==> src/hdl/aalw_pkg.sv <==
// ----------------------------------------------------------------------------
// aalw_pkg
// shared types and constants for the ansi-aware line wrapper
// ----------------------------------------------------------------------------
package aalw_pkg;

	localparam int unsigned LineNumberBitsDefault = 16;
	localparam int unsigned ShownLineBits         = 16;
	localparam logic [7:0]  LineWidthReset        = 8'd80;

	localparam logic [7:0] ByteEsc       = 8'h1B;
	localparam logic [7:0] ByteBel       = 8'h07;
	localparam logic [7:0] ByteNl        = 8'h0A;
	localparam logic [7:0] ByteLBracket  = 8'h5B;
	localparam logic [7:0] ByteRBracket  = 8'h5D;
	localparam logic [7:0] ByteBackslash = 8'h5C;
	localparam logic [7:0] ByteLowerM    = 8'h6D;
	localparam logic [7:0] ByteUpperH    = 8'h48;
	localparam logic [7:0] ByteUpperJ    = 8'h4A;

	typedef enum logic [2:0] {
		MODE_NORMAL  = 3'd0,
		MODE_ESC     = 3'd1,
		MODE_CSI     = 3'd2,
		MODE_OSC     = 3'd3,
		MODE_OSC_ESC = 3'd4
	} mode_t;

	typedef struct packed {
		logic [7:0] text_byte;
		logic       first_of_text;
	} item_t;

	typedef struct packed {
		logic [7:0]  out_byte;
		logic        keeps_byte;
		logic        starts_line;
		logic        is_escape;
		logic [15:0] line_number;
		logic [7:0]  column;
	} result_t;

	// state of an osc string after one content byte
	function automatic mode_t osc_content(input logic [7:0] b);
		mode_t m;
		if (b == ByteBel) begin
			m = MODE_NORMAL;
		end else if (b == ByteEsc) begin
			m = MODE_OSC_ESC;
		end else begin
			m = MODE_OSC;
		end
		return m;
	endfunction

endpackage

==> src/hdl/aalw_step.sv <==
// ----------------------------------------------------------------------------
// aalw_step
// per-byte wrap decision: next escape mode, column and line, plus the result
// ----------------------------------------------------------------------------
module aalw_step #(
	parameter int unsigned LINE_NUMBER_BITS = aalw_pkg::LineNumberBitsDefault
) (
	input  aalw_pkg::item_t             item,
	input  aalw_pkg::mode_t             mode,
	input  logic [7:0]                  count,
	input  logic [LINE_NUMBER_BITS-1:0] line,
	input  logic [7:0]                  width,
	output aalw_pkg::mode_t             mode_next,
	output logic [7:0]                  count_next,
	output logic [LINE_NUMBER_BITS-1:0] line_next,
	output aalw_pkg::result_t           result
);

	aalw_pkg::mode_t             mode_cur;
	logic [7:0]                  count_cur;
	logic [LINE_NUMBER_BITS-1:0] line_cur;
	logic [7:0]                  b;
	logic                        keeps;
	logic                        starts;
	logic                        esc;
	logic [32:0]                 line_wide;

	assign b = item.text_byte;

	// a new text clears the state before the byte is judged
	always_comb begin
		if (item.first_of_text) begin
			mode_cur  = aalw_pkg::MODE_NORMAL;
			count_cur = 8'd0;
			line_cur  = '0;
		end else begin
			mode_cur  = mode;
			count_cur = count;
			line_cur  = line;
		end
	end

	always_comb begin
		mode_next  = mode_cur;
		count_next = count_cur;
		line_next  = line_cur;
		keeps      = 1'b1;
		starts     = 1'b0;
		esc        = 1'b0;
		case (mode_cur)
			aalw_pkg::MODE_ESC: begin
				esc = 1'b1;
				if (b == aalw_pkg::ByteLBracket) begin
					mode_next = aalw_pkg::MODE_CSI;
				end else if (b == aalw_pkg::ByteRBracket) begin
					mode_next = aalw_pkg::MODE_OSC;
				end else begin
					mode_next = aalw_pkg::MODE_NORMAL;
				end
			end
			aalw_pkg::MODE_CSI: begin
				esc = 1'b1;
				if (b == aalw_pkg::ByteLowerM || b == aalw_pkg::ByteUpperH ||
				    b == aalw_pkg::ByteUpperJ) begin
					mode_next = aalw_pkg::MODE_NORMAL;
				end
			end
			aalw_pkg::MODE_OSC: begin
				esc       = 1'b1;
				mode_next = aalw_pkg::osc_content(b);
			end
			aalw_pkg::MODE_OSC_ESC: begin
				esc = 1'b1;
				if (b == aalw_pkg::ByteBackslash) begin
					mode_next = aalw_pkg::MODE_NORMAL;
				end else begin
					mode_next = aalw_pkg::osc_content(b);
				end
			end
			default: begin
				if (b == aalw_pkg::ByteEsc) begin
					esc       = 1'b1;
					mode_next = aalw_pkg::MODE_ESC;
				end else if (b == aalw_pkg::ByteNl || count_cur >= width) begin
					starts    = 1'b1;
					mode_next = mode_cur;
					if (line_cur != {LINE_NUMBER_BITS{1'b1}}) begin
						line_next = line_cur + 1'b1;
					end
					if (b == aalw_pkg::ByteNl) begin
						keeps      = 1'b0;
						count_next = 8'd0;
					end else begin
						count_next = 8'd1;
					end
				end else begin
					mode_next  = aalw_pkg::MODE_NORMAL;
					count_next = count_cur + 8'd1;
				end
			end
		endcase
	end

	// reported line number clamps to the field width
	assign line_wide = 33'(line_next);

	always_comb begin
		result.out_byte    = b;
		result.keeps_byte  = keeps;
		result.starts_line = starts;
		result.is_escape   = esc;
		result.line_number = (line_wide > 33'h0FFFF) ? 16'hFFFF : line_wide[15:0];
		result.column      = count_next;
	end

endmodule

==> src/hdl/ansi_aware_line_wrapper.sv <==
// ----------------------------------------------------------------------------
// ansi_aware_line_wrapper
// reports where each byte of a text lands when wrapped to a visible width
// ----------------------------------------------------------------------------
// Takes one text byte per beat and returns one result beat per byte: the
// byte itself, whether it is kept or is a dropped newline, whether it opens
// a new line, whether it is part of an ansi escape sequence, its line number
// (saturating) and the visible column after it. A byte is held in the
// input register and is judged on the way into the result register, so a
// new byte can be taken every cycle while the result side does not stall;
// escape mode, column and line counters are updated as each byte moves on.
// The result register parts the two sides: a byte is still taken while the
// previous result waits, and the input stalls only when both registers are
// full and the result side stalls. The user writes line_width (reset 80)
// through cfg_wr_en/cfg_wr_data only while the block is idle (not enforced).
// ----------------------------------------------------------------------------
module ansi_aware_line_wrapper #(
	parameter int unsigned LINE_NUMBER_BITS = aalw_pkg::LineNumberBitsDefault
) (
	input  logic              clk,
	input  logic              arst_n,
	// configuration
	input  logic              cfg_wr_en,
	input  logic [7:0]        cfg_wr_data,
	// input byte channel
	input  logic              item_valid,
	output logic              item_stall,
	input  aalw_pkg::item_t   item,
	// result channel
	output logic              result_valid,
	input  logic              result_stall,
	output aalw_pkg::result_t result
);

	// input register
	logic                        valid_s1;
	aalw_pkg::item_t             item_s1;

	// wrap state
	aalw_pkg::mode_t             mode_q;
	logic [7:0]                  count_q;
	logic [LINE_NUMBER_BITS-1:0] line_q;
	logic [7:0]                  width_q;

	// result register
	logic                        result_valid_q;
	aalw_pkg::result_t           result_q;

	aalw_pkg::mode_t             mode_next;
	logic [7:0]                  count_next;
	logic [LINE_NUMBER_BITS-1:0] line_next;
	aalw_pkg::result_t           result_next;

	logic                        advance;
	logic                        item_take;

	// byte in s1 moves on when the result register is empty or being drained
	assign advance    = valid_s1 && (!result_valid_q || !result_stall);
	assign item_stall = valid_s1 && !advance;
	assign item_take  = item_valid && !item_stall;

	always_ff @(posedge clk or negedge arst_n) begin
		if (!arst_n) begin
			valid_s1 <= 1'b0;
		end else if (item_take) begin
			valid_s1 <= 1'b1;
		end else if (advance) begin
			valid_s1 <= 1'b0;
		end
	end

	always_ff @(posedge clk) begin
		if (item_take) begin
			item_s1 <= item;
		end
	end

	aalw_step #(
		.LINE_NUMBER_BITS(LINE_NUMBER_BITS)
	) u_step (
		.item      (item_s1),
		.mode      (mode_q),
		.count     (count_q),
		.line      (line_q),
		.width     (width_q),
		.mode_next (mode_next),
		.count_next(count_next),
		.line_next (line_next),
		.result    (result_next)
	);

	// state only moves when a byte is committed to the result register
	always_ff @(posedge clk or negedge arst_n) begin
		if (!arst_n) begin
			mode_q  <= aalw_pkg::MODE_NORMAL;
			count_q <= 8'd0;
			line_q  <= '0;
		end else if (advance) begin
			mode_q  <= mode_next;
			count_q <= count_next;
			line_q  <= line_next;
		end
	end

	// line width register; the user writes it only while idle (not enforced)
	always_ff @(posedge clk or negedge arst_n) begin
		if (!arst_n) begin
			width_q <= aalw_pkg::LineWidthReset;
		end else if (cfg_wr_en) begin
			width_q <= cfg_wr_data;
		end
	end

	always_ff @(posedge clk or negedge arst_n) begin
		if (!arst_n) begin
			result_valid_q <= 1'b0;
		end else if (advance) begin
			result_valid_q <= 1'b1;
		end else if (!result_stall) begin
			result_valid_q <= 1'b0;
		end
	end

	always_ff @(posedge clk) begin
		if (advance) begin
			result_q <= result_next;
		end
	end

	assign result_valid = result_valid_q;
	assign result       = result_q;

endmodule
==> config.mk <==
export PLATFORM = sky130hd
export DESIGN_NAME = ansi_aware_line_wrapper
export DESIGN_NICKNAME = d
export VERILOG_FILES = /design/src/hdl/aalw_pkg.sv /design/src/hdl/aalw_step.sv /design/src/hdl/ansi_aware_line_wrapper.sv
export SDC_FILE = /design/constraint.sdc
export NUM_CORES = 1
export LEC_CHECK = 0
export BUFFER_PORTS_ARGS = -buffer_cell sky130_fd_sc_hd__buf_2
export CAP_MARGIN = 20
export CORE_ASPECT_RATIO = 1.1
export CORE_MARGIN = 1.5
export CORE_UTILIZATION = 46
export CTS_CLUSTER_SIZE = 16
export DETAILED_ROUTE_END_ITERATION = 6
export PLACE_DENSITY_LB_ADDON = 0.25
export SETUP_SLACK_MARGIN = 0.05
export SYNTH_ARGS = -nofsm -noshare
export SYNTH_HDL_FRONTEND = slang
export SYNTH_SLANG_ARGS = --single-unit
==> constraint.sdc <==
create_clock -name clk -period 2.8 [get_ports clk]
set_input_delay 0 -clock clk [delete_from_list [all_inputs] [get_ports clk]]
set_output_delay 0 -clock clk [all_outputs]
set_load 0.01 [all_outputs]
==> results.json <==
{
  "status": "complete, no violations",
  "final_cell_mix": "buf_2, edfxtp_1, nand2_1",
  "fin_setup_tns_ns": 0,
  "p_leak_nw": 2.202,
  "fmax_mhz": 380.1,
  "fillers": 765,
  "worstHoldStart": "cfg_wr_en",
  "synth_flop_cell": "edfxtp_1",
  "p_switching_mw": 1.204,
  "dpl-instance-area_mm2": 0.004796,
  "wire_per_inst_um": 16.17,
  "die-area_mm2": 0.009785,
  "dr.pass1.iters": 5,
  "port_buffers": 58,
  "num_rows": 36,
  "clk_path_buf_depth": 2,
  "cpPeakStageDelay_ns": 0.56,
  "nets": 542,
  "crit_buf_inv": 1,
  "clk_latency_ns": 0.37,
  "whs_path_depth": 2,
  "setup_violations": 0,
  "synthesis.area_mm2": 0.004232,
  "reg2reg_depth": 7,
  "clkTransAtPathRegs_ns": 0.09,
  "hold_viol": 0,
  "timing.max_cap.violations": 0,
  "gp_congestion": 0.9104,
  "synth_warnings": 0,
  "path_class": "flip-flop to flip-flop",
  "core_area_mm2": 0.008919,
  "crit_path_start_kind": "flip-flop",
  "area_delta_synth_final_pct": 26.97,
  "crit_path_max_fanout": 28,
  "cts_max_level": 3,
  "drc": 0,
  "sw_frac_of_total_pct": 33.96,
  "n_antenna_cell": 0,
  "r2r_end": "line_q[5]",
  "cts_tree": "yes",
  "required_ns": 3.06,
  "pwr-share-clk_pct": 23.6,
  "pwr_density_cell_mw_per_mm2": 660.2,
  "timing.hold.ws_ns": 0.06676,
  "ys_seq_elements": 81,
  "layout_setup_ws_ns": 0.1692,
  "vias_per_cell": 5.625,
  "final_max_slew_viol_count": 0,
  "max_slew_margin_pct": 39.59,
  "comb_power_share_pct": 30.4,
  "r2r_slack_ns": 0.17,
  "grt_max_degree": 43,
  "cts_sinks": 81,
  "finalWirelength_um": 10190,
  "dieWidth_um": 94.45,
  "fin_area_mm2": 0.005373,
  "cts_root_buf": "clkbuf_8",
  "drive_gt1_share_pct": 23.06,
  "antenna_left": 0,
  "synth_edf_count": 44,
  "synth.net_count": 430,
  "critical_path.slowest_cell": "or4_4",
  "internal_power_mw": 2.343,
  "cts_made_buffers": 9,
  "dp_hpwl_um": 6542,
  "hold_end": "width_q[0]",
  "seq_area_mm2": 0.002250,
  "vias": 3544,
  "overflow": 0,
  "grt_util_all_layers_pct": 22.13,
  "fin_crit_ns": 2.631,
  "place_ws_ns": 0.1332,
  "cp.arrival_ns": 2.89,
  "clock_skew_ns": 0.01210,
  "num_io_pins": 59,
  "ir_drop_mv": 0.3395,
  "end_kind": "flip-flop",
  "rsz0062_at_grt": "false",
  "p_seq_share_pct": 46.0,
  "multi_input_area_mm2": 0.001853,
  "die_h_um": 103.6,
  "synth.avg_cell_area_um2": 10.61,
  "worstMarginPinSlew_ns": 0.9062,
  "timing.rr.start": "item_s1[8]",
  "start_util_pct": 47.45,
  "fin_crit_sh_pct": 93.96,
  "syn_inst": 399,
  "grt_antenna_before_repair": 0,
  "crit_chain": "or4_4, nor4b_4, a211o_2, a21oi_2, buf_12, or3_4, a221o_1",
  "drt_iter0_drc": 158,
  "cp_top_family": "simple AND/OR/NAND/NOR gates",
  "hold_class": "primary input to flip-flop",
  "synth.distinct_cells": 60,
  "grt_first_pass_wirelength_um": 16770,
  "async_flop_share_pct": 45.68,
  "grt_pass1_vias": 3547,
  "mostFrequentLayoutCell": "buf_2",
  "seq_area_frac_synth_pct": 53.16
}
[how the worst max path moves through the flow]
stage | cells after the start | from | to | slack [ns]
2_1_floorplan | 12 | item_s1[0] | result[9] | 0.05
3_3_place_gp | 10 | item_s1[0] | line_q[7] | 0.17
3_5_place_dp | 7 | item_s1[7] | line_q[5] | 0.13
4_1_cts | 10 | item_s1[0] | result[10] | 0.13
5_1_grt | 7 | item_s1[8] | result[17] | 0.06
6_report | 7 | item_s1[8] | line_q[5] | 0.17
[cells by family after synthesis]
kind of cell,count (synthesis),synth area share (%)
AOI/OAI and AO/OA,84,14.13
and+or+nand+nor,166,22.00
muxes,5,1.242
DFF,81,53.16
adders and majority gates,9,2.661
xor gates and xnor gates,16,3.312
buffers and inverters,38,3.489
[per-stage QoR]
stage | utilization [%] | total power, mW | cells
detailed placement | 53.77 | 2.661 | 576
floorplan | - | 2.276 | 399
CTS | 59.81 | 3.553 | 627
global placement | 53.77 | 2.630 | 576
finish | 60.24 | 3.547 | 630
global route | 60.24 | 3.755 | 630
[Yosys cell counts (3+ instances only)]
master / n / share of area, %
o21ai_0: 17 / 2.0
ha_1: 9 / 2.7
o31ai_1: 6 / 1.1
inv_1: 17 / 1.5
or4_1: 3 / 0.53
nand4_1: 5 / 0.74
and2_1: 4 / 0.59
o211ai_1: 4 / 0.71
mux2i_1: 3 / 0.71
a21oi_1: 8 / 0.95
nand3_1: 15 / 1.8
nor2b_1: 16 / 2.4
nor4_1: 5 / 0.74
and3_1: 7 / 1.0
or3_1: 10 / 1.5
nor3_1: 12 / 1.4
o22ai_1: 3 / 0.44
nand2b_1: 8 / 1.2
dfrtp_1: 35 / 21
o21ai_1: 3 / 0.35
a31oi_1: 9 / 1.3
a221o_1: 8 / 1.9
nand3b_1: 3 / 0.53
xnor2_1: 11 / 2.3
and4_1: 5 / 1.0
a32oi_1: 3 / 0.62
xor2_1: 5 / 1.0
edfxtp_1: 44 / 31
buf_2: 4 / 0.47
nor2_1: 20 / 1.8
nand2_1: 38 / 3.4
or2_2: 3 / 0.44
clkbuf_1: 15 / 1.3
o311ai_1: 6 / 1.2
[power groups by stage]
stage / clock network (mW) / logic (mW) / registers (mW)
6_report: 0.836 / 1.08 / 1.63
5_1_grt: 0.906 / 1.19 / 1.65
4_1_cts: 0.864 / 1.06 / 1.63
3_5_place_dp: 0 / 1.01 / 1.65
3_3_place_gp: 0 / 0.979 / 1.65
2_1_floorplan: 0 / 0.628 / 1.65
[layer usage]
| layer | part of all wire [%] | GRT usage [%] | up-vias | wire length [µm] |
|---|---|---|---|---|
| li1 | - | - | 1721 | - |
| met1 | 42 | 27.04 | 1705 | 4271 |
| met2 | 51 | 36.74 | 100 | 5224 |
| met3 | 5.0 | 4.772 | 18 | 513 |
| met4 | 1.8 | 10.45 | 0 | 179 |
| met5 | 0 | 0 | - | 0 |
[flip-flops by register name, summed over array words and instances, names as in the netlist]
register,flops
valid_s1,1
width_q,8
line_q,16
count_q,8
result_valid,1
result,35
mode_q,3
item_s1,9
[what timing repair did]
| item | 4_1_cts | 5_1_grt |
|---|---|---|
| hold buffers | 35 | 0 |
| gates resized for setup | 0 | 6 |
| buffers inserted | 0 | 3 |
| endpoints found under the setup margin | 0 | 25 |
| hold endpoints to repair | 54 | 0 |
[area by class of cell]
type	instances	area share, %
Clock buffer	10	2.375
Timing Repair Buffer	120	16.16
Sequential cell	81	41.87
Multi-Input combinational cell	280	34.49
Inverter	19	1.327
Clock inverter	6	1.118
Tap cell	114	2.655
Note: power is estimated with default switching activity, not from simulation.
